## config.mk

```make
export PLATFORM = sky130hd
export DESIGN_NAME = utf8_stream_decoder
export DESIGN_NICKNAME = d
export VERILOG_FILES = /design/src/utf8d_pkg.sv /design/src/utf8d_lead_decode.sv /design/src/utf8d_step.sv /design/src/utf8_stream_decoder.sv
export SDC_FILE = /design/constraint.sdc
export NUM_CORES = 1
export LEC_CHECK = 0
export BUFFER_PORTS_ARGS = -buffer_cell sky130_fd_sc_hd__buf_2
export CORE_AREA = 8 8 154 156
export CTS_CLUSTER_DIAMETER = 80
export DETAILED_ROUTE_END_ITERATION = 10
export DIE_AREA = 0 0 162 164
export PLACE_DENSITY = 0.43
export SLEW_MARGIN = 20
export SYNTH_ARGS = -nofsm -noshare
export SYNTH_HDL_FRONTEND = slang
export SYNTH_HIERARCHICAL = 1
export SYNTH_SLANG_ARGS = --single-unit
```

## constraint.sdc

```tcl
create_clock -name clk -period 5.1 [get_ports clk]
set_input_delay 0.255 -clock clk [delete_from_list [all_inputs] [get_ports clk]]
set_output_delay 0.255 -clock clk [all_outputs]
set_load 0.005 [all_outputs]
```

## src/utf8d_pkg.sv

```systemverilog
// Shared types and constants for the UTF-8 stream decoder.
// No dependencies; imported by every module of the block.
package utf8d_pkg;

    localparam int COUNT_BITS_DEF = 16;     // default width of the character counter
    localparam int CP_W           = 31;     // code point width
    localparam int LEN_W          = 3;      // sequence length width
    localparam int CNT_OUT_W      = 16;     // char_count port width

    // Byte ranges and overlong bounds
    localparam logic [7:0] BYTE_ZERO     = 8'h00;
    localparam logic [7:0] ASCII_MAX     = 8'h7F;
    localparam logic [7:0] LEAD2_MIN     = 8'hC2;
    localparam logic [7:0] LEAD2_MAX     = 8'hDF;
    localparam logic [7:0] LEAD3_MIN     = 8'hE0;
    localparam logic [7:0] LEAD3_MAX     = 8'hEF;
    localparam logic [7:0] LEAD4_MIN     = 8'hF0;
    localparam logic [7:0] LEAD4_MAX     = 8'hF7;
    localparam logic [7:0] LEAD5_MIN     = 8'hF8;
    localparam logic [7:0] LEAD5_MAX     = 8'hFB;
    localparam logic [7:0] LEAD6_MIN     = 8'hFC;
    localparam logic [7:0] LEAD6_MAX     = 8'hFD;
    localparam logic [7:0] CONT_MIN      = 8'h80;
    localparam logic [7:0] CONT_MAX      = 8'hBF;
    localparam logic [7:0] MIN_AFTER_E0  = 8'hA0;
    localparam logic [7:0] MIN_AFTER_F0  = 8'h90;
    localparam logic [7:0] MIN_AFTER_F8  = 8'h88;
    localparam logic [7:0] MIN_AFTER_FC  = 8'h84;

    typedef enum logic [1:0] {
        STAT_CHAR    = 2'd0,
        STAT_INVALID = 2'd1,
        STAT_END     = 2'd2
    } status_t;

    // Lead byte classification
    typedef struct packed {
        logic             ok;        // a legal lead byte
        logic [LEN_W-1:0] total;     // sequence length 1..6, 0 for an illegal lead
        logic [6:0]       init_val;  // payload bits carried by the lead
        logic [7:0]       min2;      // lower bound for the second byte
    } lead_info_t;

    // One result transfer
    typedef struct packed {
        logic [CP_W-1:0]      code_point;
        logic [LEN_W-1:0]     seq_length;
        status_t              status;
        logic [CNT_OUT_W-1:0] char_count;
    } result_t;

endpackage

```

## src/utf8d_lead_decode.sv

```systemverilog
// Lead byte classifier: sequence length, initial payload bits, overlong bound.
// Depends on utf8d_pkg.
module utf8d_lead_decode (
    input  logic [7:0]             lead_byte,
    output utf8d_pkg::lead_info_t  info
);
    import utf8d_pkg::*;

    always_comb
    begin
        info.ok       = 1'b1;
        info.total    = 3'd1;
        info.init_val = 7'(lead_byte & ASCII_MAX);
        info.min2     = CONT_MIN;
        unique case (lead_byte) inside
            [BYTE_ZERO:ASCII_MAX]:
            begin
                info.total    = 3'd1;
                info.init_val = lead_byte[6:0];
            end
            [LEAD2_MIN:LEAD2_MAX]:
            begin
                info.total    = 3'd2;
                info.init_val = {2'b00, lead_byte[4:0]};
            end
            [LEAD3_MIN:LEAD3_MAX]:
            begin
                info.total    = 3'd3;
                info.init_val = {3'b000, lead_byte[3:0]};
                info.min2     = (lead_byte == LEAD3_MIN) ? MIN_AFTER_E0 : CONT_MIN;
            end
            [LEAD4_MIN:LEAD4_MAX]:
            begin
                info.total    = 3'd4;
                info.init_val = {4'b0000, lead_byte[2:0]};
                info.min2     = (lead_byte == LEAD4_MIN) ? MIN_AFTER_F0 : CONT_MIN;
            end
            [LEAD5_MIN:LEAD5_MAX]:
            begin
                info.total    = 3'd5;
                info.init_val = {5'b00000, lead_byte[1:0]};
                info.min2     = (lead_byte == LEAD5_MIN) ? MIN_AFTER_F8 : CONT_MIN;
            end
            [LEAD6_MIN:LEAD6_MAX]:
            begin
                info.total    = 3'd6;
                info.init_val = {6'b000000, lead_byte[0]};
                info.min2     = (lead_byte == LEAD6_MIN) ? MIN_AFTER_FC : CONT_MIN;
            end
            default:
            begin
                // 80-C1, FE, FF
                info.ok       = 1'b0;
                info.total    = 3'd0;
                info.init_val = 7'd0;
            end
        endcase
    end

endmodule

```

## src/utf8d_step.sv

```systemverilog
// Sequence state and per-byte update: merges continuation bytes, checks
// ranges, keeps the skip flag and the saturating character count.
// Depends on utf8d_pkg and utf8d_lead_decode.
module utf8d_step #(
    parameter int COUNT_BITS = utf8d_pkg::COUNT_BITS_DEF
) (
    input  logic                clk,
    input  logic                rst_n,
    input  logic                commit,      // byte is consumed this cycle
    input  logic [7:0]          cur_byte,
    output logic                has_result,
    output utf8d_pkg::result_t  result
);
    import utf8d_pkg::*;

    localparam int EXT_W = (COUNT_BITS > CNT_OUT_W) ? COUNT_BITS : CNT_OUT_W;

    logic [LEN_W-1:0]      bytes_left_reg,  bytes_left_next;
    logic [LEN_W-1:0]      seq_total_reg,   seq_total_next;
    logic [7:0]            second_min_reg,  second_min_next;
    logic [CP_W-1:0]       value_accum_reg, value_accum_next;
    logic                  skip_reg,        skip_next;
    logic [COUNT_BITS-1:0] count_reg,       count_next;

    lead_info_t            lead;
    logic [CP_W-1:0]       merged;
    logic [COUNT_BITS-1:0] count_inc;
    logic [COUNT_BITS-1:0] count_shown;
    logic [EXT_W-1:0]      count_ext;

    utf8d_lead_decode u_lead (
        .lead_byte (cur_byte),
        .info      (lead)
    );

    assign merged    = {value_accum_reg[CP_W-7:0], cur_byte[5:0]};
    assign count_inc = (count_reg == {COUNT_BITS{1'b1}}) ? count_reg
                                                         : count_reg + 1'b1;
    assign count_ext = EXT_W'(count_shown);

    always_comb
    begin
        bytes_left_next  = bytes_left_reg;
        seq_total_next   = seq_total_reg;
        second_min_next  = second_min_reg;
        value_accum_next = value_accum_reg;
        skip_next        = skip_reg;
        count_next       = count_reg;
        count_shown      = count_reg;
        has_result        = 1'b0;
        result.code_point = '0;
        result.seq_length = '0;
        result.status     = STAT_INVALID;

        if (cur_byte == BYTE_ZERO)
        begin
            // end of string: zero mid-sequence is an error, else an end marker
            has_result    = 1'b1;
            result.status = (!skip_reg && bytes_left_reg != '0) ? STAT_INVALID
                                                                  : STAT_END;
            bytes_left_next  = '0;
            seq_total_next   = '0;
            second_min_next  = CONT_MIN;
            value_accum_next = '0;
            skip_next        = 1'b0;
            count_next       = '0;
        end
        else if (skip_reg)
        begin
            // discard until the zero byte
        end
        else if (bytes_left_reg != '0)
        begin
            if (cur_byte < second_min_reg || cur_byte > CONT_MAX)
            begin
                has_result       = 1'b1;
                result.status    = STAT_INVALID;
                bytes_left_next  = '0;
                seq_total_next   = '0;
                second_min_next  = CONT_MIN;
                value_accum_next = '0;
                skip_next        = 1'b1;
            end
            else if (bytes_left_reg == 3'd1)
            begin
                has_result        = 1'b1;
                result.status     = STAT_CHAR;
                result.code_point = merged;
                result.seq_length = seq_total_reg;
                count_next        = count_inc;
                count_shown       = count_inc;
                bytes_left_next   = '0;
                seq_total_next    = '0;
                second_min_next   = CONT_MIN;
                value_accum_next  = '0;
            end
            else
            begin
                value_accum_next = merged;
                second_min_next  = CONT_MIN;
                bytes_left_next  = bytes_left_reg - 1'b1;
            end
        end
        else if (!lead.ok)
        begin
            has_result       = 1'b1;
            result.status    = STAT_INVALID;
            bytes_left_next  = '0;
            seq_total_next   = '0;
            second_min_next  = CONT_MIN;
            value_accum_next = '0;
            skip_next        = 1'b1;
        end
        else if (lead.total == 3'd1)
        begin
            has_result        = 1'b1;
            result.status     = STAT_CHAR;
            result.code_point = CP_W'(lead.init_val);
            result.seq_length = 3'd1;
            count_next        = count_inc;
            count_shown       = count_inc;
        end
        else
        begin
            seq_total_next   = lead.total;
            bytes_left_next  = lead.total - 1'b1;
            value_accum_next = CP_W'(lead.init_val);
            second_min_next  = lead.min2;
        end

        result.char_count = count_ext[CNT_OUT_W-1:0];
    end

    always_ff @(posedge clk or negedge rst_n)
    begin
        if (!rst_n)
        begin
            bytes_left_reg  <= '0;
            seq_total_reg   <= '0;
            second_min_reg  <= CONT_MIN;
            value_accum_reg <= '0;
            skip_reg        <= 1'b0;
            count_reg       <= '0;
        end
        else if (commit)
        begin
            bytes_left_reg  <= bytes_left_next;
            seq_total_reg   <= seq_total_next;
            second_min_reg  <= second_min_next;
            value_accum_reg <= value_accum_next;
            skip_reg        <= skip_next;
            count_reg       <= count_next;
        end
    end

endmodule

```

## src/utf8_stream_decoder.sv

```systemverilog
// Top level of the UTF-8 stream decoder (1 to 6 byte forms).
// Depends on utf8d_pkg, utf8d_step (which uses utf8d_lead_decode).
//
//  channel | direction | handshake           | payload
//  --------+-----------+---------------------+------------------------------------
//  input   | in        | in_valid / in_ready | data_byte[7:0]
//  result  | out       | out_valid/out_ready | code_point[30:0], seq_length[2:0],
//          |           |                     | status[1:0], char_count[15:0]
//
// One byte per cycle, sustained, unless a result is stalled. A byte is
// transferred into the input register; from there the step logic
// updates the sequence state and loads the result register, which
// drives result valid. The state update is combinational logic
// on the step registers (range compare, 6-bit shift-merge, counter increment).
// Reset (rst_n low, asynchronous) empties both registers and returns the
// decoder to the start of a string with a zero count.
// A stalled result only blocks bytes that would produce another result;
// bytes that only advance a sequence or are being discarded keep flowing.
module utf8_stream_decoder #(
    parameter int COUNT_BITS = utf8d_pkg::COUNT_BITS_DEF
) (
    input  logic                             clk,
    input  logic                             rst_n,
    input  logic                             in_valid,
    output logic                             in_ready,
    input  logic [7:0]                       data_byte,
    output logic                             out_valid,
    input  logic                             out_ready,
    output logic [utf8d_pkg::CP_W-1:0]       code_point,
    output logic [utf8d_pkg::LEN_W-1:0]      seq_length,
    output logic [1:0]                       status,
    output logic [utf8d_pkg::CNT_OUT_W-1:0]  char_count
);
    import utf8d_pkg::*;

    // input register
    logic       in_full_reg;
    logic [7:0] byte_reg;

    // result register
    logic       out_full_reg;
    result_t    result_reg;

    logic       step_has_result;
    result_t    step_result;
    logic       out_free;
    logic       advance;

    utf8d_step #(
        .COUNT_BITS (COUNT_BITS)
    ) u_step (
        .clk        (clk),
        .rst_n      (rst_n),
        .commit     (advance),
        .cur_byte   (byte_reg),
        .has_result (step_has_result),
        .result     (step_result)
    );

    // result slot is free when empty or being drained this cycle
    assign out_free = !out_full_reg || out_ready;
    // buffered byte moves on unless its result has nowhere to go
    assign advance  = in_full_reg && (out_free || !step_has_result);
    assign in_ready = !in_full_reg || advance;

    always_ff @(posedge clk or negedge rst_n)
    begin
        if (!rst_n)
        begin
            in_full_reg <= 1'b0;
        end
        else if (in_ready)
        begin
            in_full_reg <= in_valid;
        end
    end

    always_ff @(posedge clk)
    begin
        if (in_valid && in_ready)
        begin
            byte_reg <= data_byte;
        end
    end

    always_ff @(posedge clk or negedge rst_n)
    begin
        if (!rst_n)
        begin
            out_full_reg <= 1'b0;
        end
        else if (out_free)
        begin
            out_full_reg <= advance && step_has_result;
        end
    end

    always_ff @(posedge clk)
    begin
        if (advance && step_has_result && out_free)
        begin
            result_reg <= step_result;
        end
    end

    assign out_valid  = out_full_reg;
    assign code_point = result_reg.code_point;
    assign seq_length = result_reg.seq_length;
    assign status     = result_reg.status;
    assign char_count = result_reg.char_count;

endmodule
```

==> impl_results.md <==
* CP Capture Type: register
* Worst Path Required at approximately 5.5 ns
* CP cell instances: nand4_2 > a31oi_1 > or2_1 > and2_1 > o21ai_1 > a31o_2 > a21boi_1 > nor2b_1 > a21boi_2 > buf_4 > nand2_1 > nand2_1 > o311ai_0 > nand3_1
* Post-route cell area at 7540 sq um
* Routability cong. at approximately 0.84
* Setup skew after layout at between 0.009 and 0.01 ns
* Fmax at ~230 MHz
* Max incr delay on CP at between 0.5 and 0.6 ns
* First-pass DRT Iterations at 5
* Number of antenna violations at the first check in global routing at 0
* Placed cell count at approximately 920
* Drt total wl at approximately 18 mm
* WP data arrival at around 4.7 ns
* Main synth FF type: edfxtp_1
* Starting Density at about 30%
* Final worst setup slack at slightly below 0.8 ns
* Detailed placer's ending HPWL at ~12 mm
* Slew headroom at between 30% and 40%
* Via density at approximately 5.3
* Fillcell total at between 2,000 and 2,500
* Nets@finish at around 690
* Final setup TNS at 0 ns
* CP bufs+invs at 1
* Post-synth top cells: nand2_1 (72), edfxtp_1 (60), dfrtp_1 (57), nor2_1 (31), and3_1 (30)
* Final non-filler cell total at just under 1,000
* Post-synthesis to final-layout area growth at 20.2%
* Share of power burned in registers at 37.9%
* YS warnings at 6
* Family with the most delay on the worst path: compound AO/OA/AOI/OAI gates
* Clk slew on worst S/H paths at approximately 0.060 ns
* Die Span Y at between 150 and 200 um
* Total number of vias at 5,085
* Psw at around 1.0 mW
* Cells after Synth at 605
* Clk Tree Root Cell: clkbuf_16
* Top-count cell post-synth: nand2_1
* # Max-Cap Violations at 0
* Slowest CP cell: edfxtp_1
* Met2 routed WL at 7.87 mm
* Max-slew violation count at 0
* # port buffers at 65
* Worst min path class: in -> async
* Global route overflow at 0
* Utilization after layout at between 30% and 40%
* Post-route DRC violation count at 0
* Total CTS buffers at 17
* Register area share after synthesis at between 50% and 60%
* Unrepaired setup endpoints after global routing: false
* Die ar. at 26,600 sq um
* Status: finished clean
* H-tree levels at 4
* Flops & latches, synth at about 120
* Worst vdd ir at about 280 uV
* Worst-Skew Late Latency at around 0.42 ns
* Comb pwr share at between 20% and 30%
* Metal-1 WL at just under 9 mm
* Final Hold Fails at 0
* Leakage power at around 3 nW
* Vias in the first global route at between 5,000 and 6,000
* Gr usage total at 13.8%
* Fin crit share at between 80 and 90%
* Clock buffer depth at 2
* CORE AREA at ~21,000 sq um
* Post-route antenna net violation count at 0
* Measured slew at the worst slew-check pin at about 1.0 ns
* Critical Path Fanout Max at 18
* Critical path type: reg -> reg
* Finish-stage setup viols at 0
* Synth area leaders: edfxtp_1 (29%), dfrtp_1 (23%), nand2_1 (4.3%)
* CTS tree: yes
* Row count at between 50 and 60
* Yosys cell types at just under 80
* Chip Width at around 160 um
* Max reg flops at 31
* Routed wl met3 at 1.08 mm
* Area leader, netlist: edfxtp_1
* Sw Ratio at 34.0%
* Synthesized area per cell at a little over 10 sq um
* Drt initial violations at between 400 and 500
* Mapped Area at 6280 sq um
* Power Density at approximately 410 nW/um^2
* Area after DPL at slightly below 7000 sq um
* Post-synth EDFFs at 60
* Global-route wire length before repair at around 29 mm
* Clock power frac at roughly two fifths
* CP startpoint kind: register
* Asr flop ratio synth at between 40 and 50%
* Fraction of layout cells with a size suffix above 1 at 19.2%
* Largest net degree at the start of global routing at a little under 60
* Diode count at 0
* Top sig layer: met4
* Total clock sinks at around 120
* IO Count at 66
* Dpl ws at ~0.9 ns
* WL/cell at 18.7 um
* Most used cell along the critical path: nand2_1
* Internal at about 2.0 mW
* Synth top area share at between 20% and 30%
* Final min period at ~4.3 ns
-- cells by family (layout without fill, tap and decap cells) --
family,Yosys count,count (layout),share of synthesized area (%)
AO/OA/AOI/OAI,176,176,20.0
flip-flops,118,118,51.9
multiplexers,3,3,0.518
other,2,4,0.120
adder cells (fa/ha/maj),13,13,2.59
AND/OR/NAND/NOR,225,225,19.5
XOR/XNOR,6,6,0.837
buffers and inverters,62,137,4.55
-- power by group through the flow --
stage	clock network, mW	registers, mW	logic, mW
2_1_floorplan	0	1.15	0.464
3_5_place_dp	0	1.18	0.649
5_1_grt	1.32	1.18	0.731
3_3_place_gp	0	1.18	0.648
4_1_cts	1.28	1.17	0.657
6_report	1.25	1.17	0.665
-- final timing paths --
kind / slack [ns] / cells past startpoint / from / end
max in group asynchronous: 4.55 / 2 / rst_n / u_step/count_reg[7]$_DFFE_PN0P_
worst max-delay path: 0.78 / 14 / byte_reg[4]$_DFFE_PP_ / u_step/count_reg[10]$_DFFE_PN0P_
min in group clk: 0.03 / 2 / in_valid / in_full_reg$_DFFE_PN0P_
worst max register to register: 0.78 / 14 / byte_reg[4]$_DFFE_PP_ / u_step/count_reg[10]$_DFFE_PN0P_
worst min register to register: 0.49 / 2 / u_step/second_min_reg[6]$_DFFE_PN0P_ / u_step/second_min_reg[6]$_DFFE_PN0P_
worst min-delay path: 0.01 / 2 / rst_n / u_step/second_min_reg[5]$_DFFE_PN0P_
-- layout by cell type (no fill, tap or decap), types with 10 or more instances in the layout --
cell,synthesis,final
clkbuf_16,0,17
buf_4,6,10
nand2_1,72,72
o21ai_1,25,25
nor3_1,14,14
inv_1,21,21
nand3_1,21,21
edfxtp_1,60,60
and3_1,30,30
ha_1,13,13
a21oi_1,28,28
dfrtp_1,57,57
nor2_1,31,30
a22o_1,23,23
buf_2,11,65
a31oi_1,18,18
-- cell type report --
type / count / area, sq um / area share [%]
tap: 280 / 350 / 4.64
sequential: 118 / 3250 / 43.1
multi-input combinational: 427 / 2750 / 36.5
timing repair buffer: 84 / 500 / 6.63
inverter: 21 / 78.8 / 1.04
clock buffer: 17 / 425 / 5.64
clock inverter: 15 / 183 / 2.42
-- metal layers --
layer	track usage, %	vias to the layer above
met2	20.2	182
met5	0	-
li1	-	2411
met1	19.2	2476
met3	2.96	16
met4	6.02	0
-- worst register-to-register path, stage by stage (launching register included) --
cell and delay (ns):
edfxtp_1 0.57, nand4_2 0.23, a31oi_1 0.54, or2_1 0.26, and2_1 0.38, o21ai_1 0.16
a31o_2 0.31, a21boi_1 0.37, nor2b_1 0.21, a21boi_2 0.20, buf_4 0.26, nand2_1 0.22
nand2_1 0.23, o311ai_0 0.17, nand3_1 0.12
-- per-stage QoR --
| stage | total power, mW | hold slack (ns) |
|---|---|---|
| after CTS | 3.10 | 0.00704 |
| after global routing | 3.23 | 0.0333 |
| after floorplan | 1.62 | -0.0406 |
| after global placement | 1.83 | 0.437 |
| after detailed placement | 1.83 | 0.433 |
| final | 3.08 | 0.0110 |
-- what timing repair did --
action                    CTS  global route
buffers inserted            0             0
hold buffers                8             0
gates resized for setup     0             0
hold endpoints to repair    8             0
(Power assumes the default switching activity.)
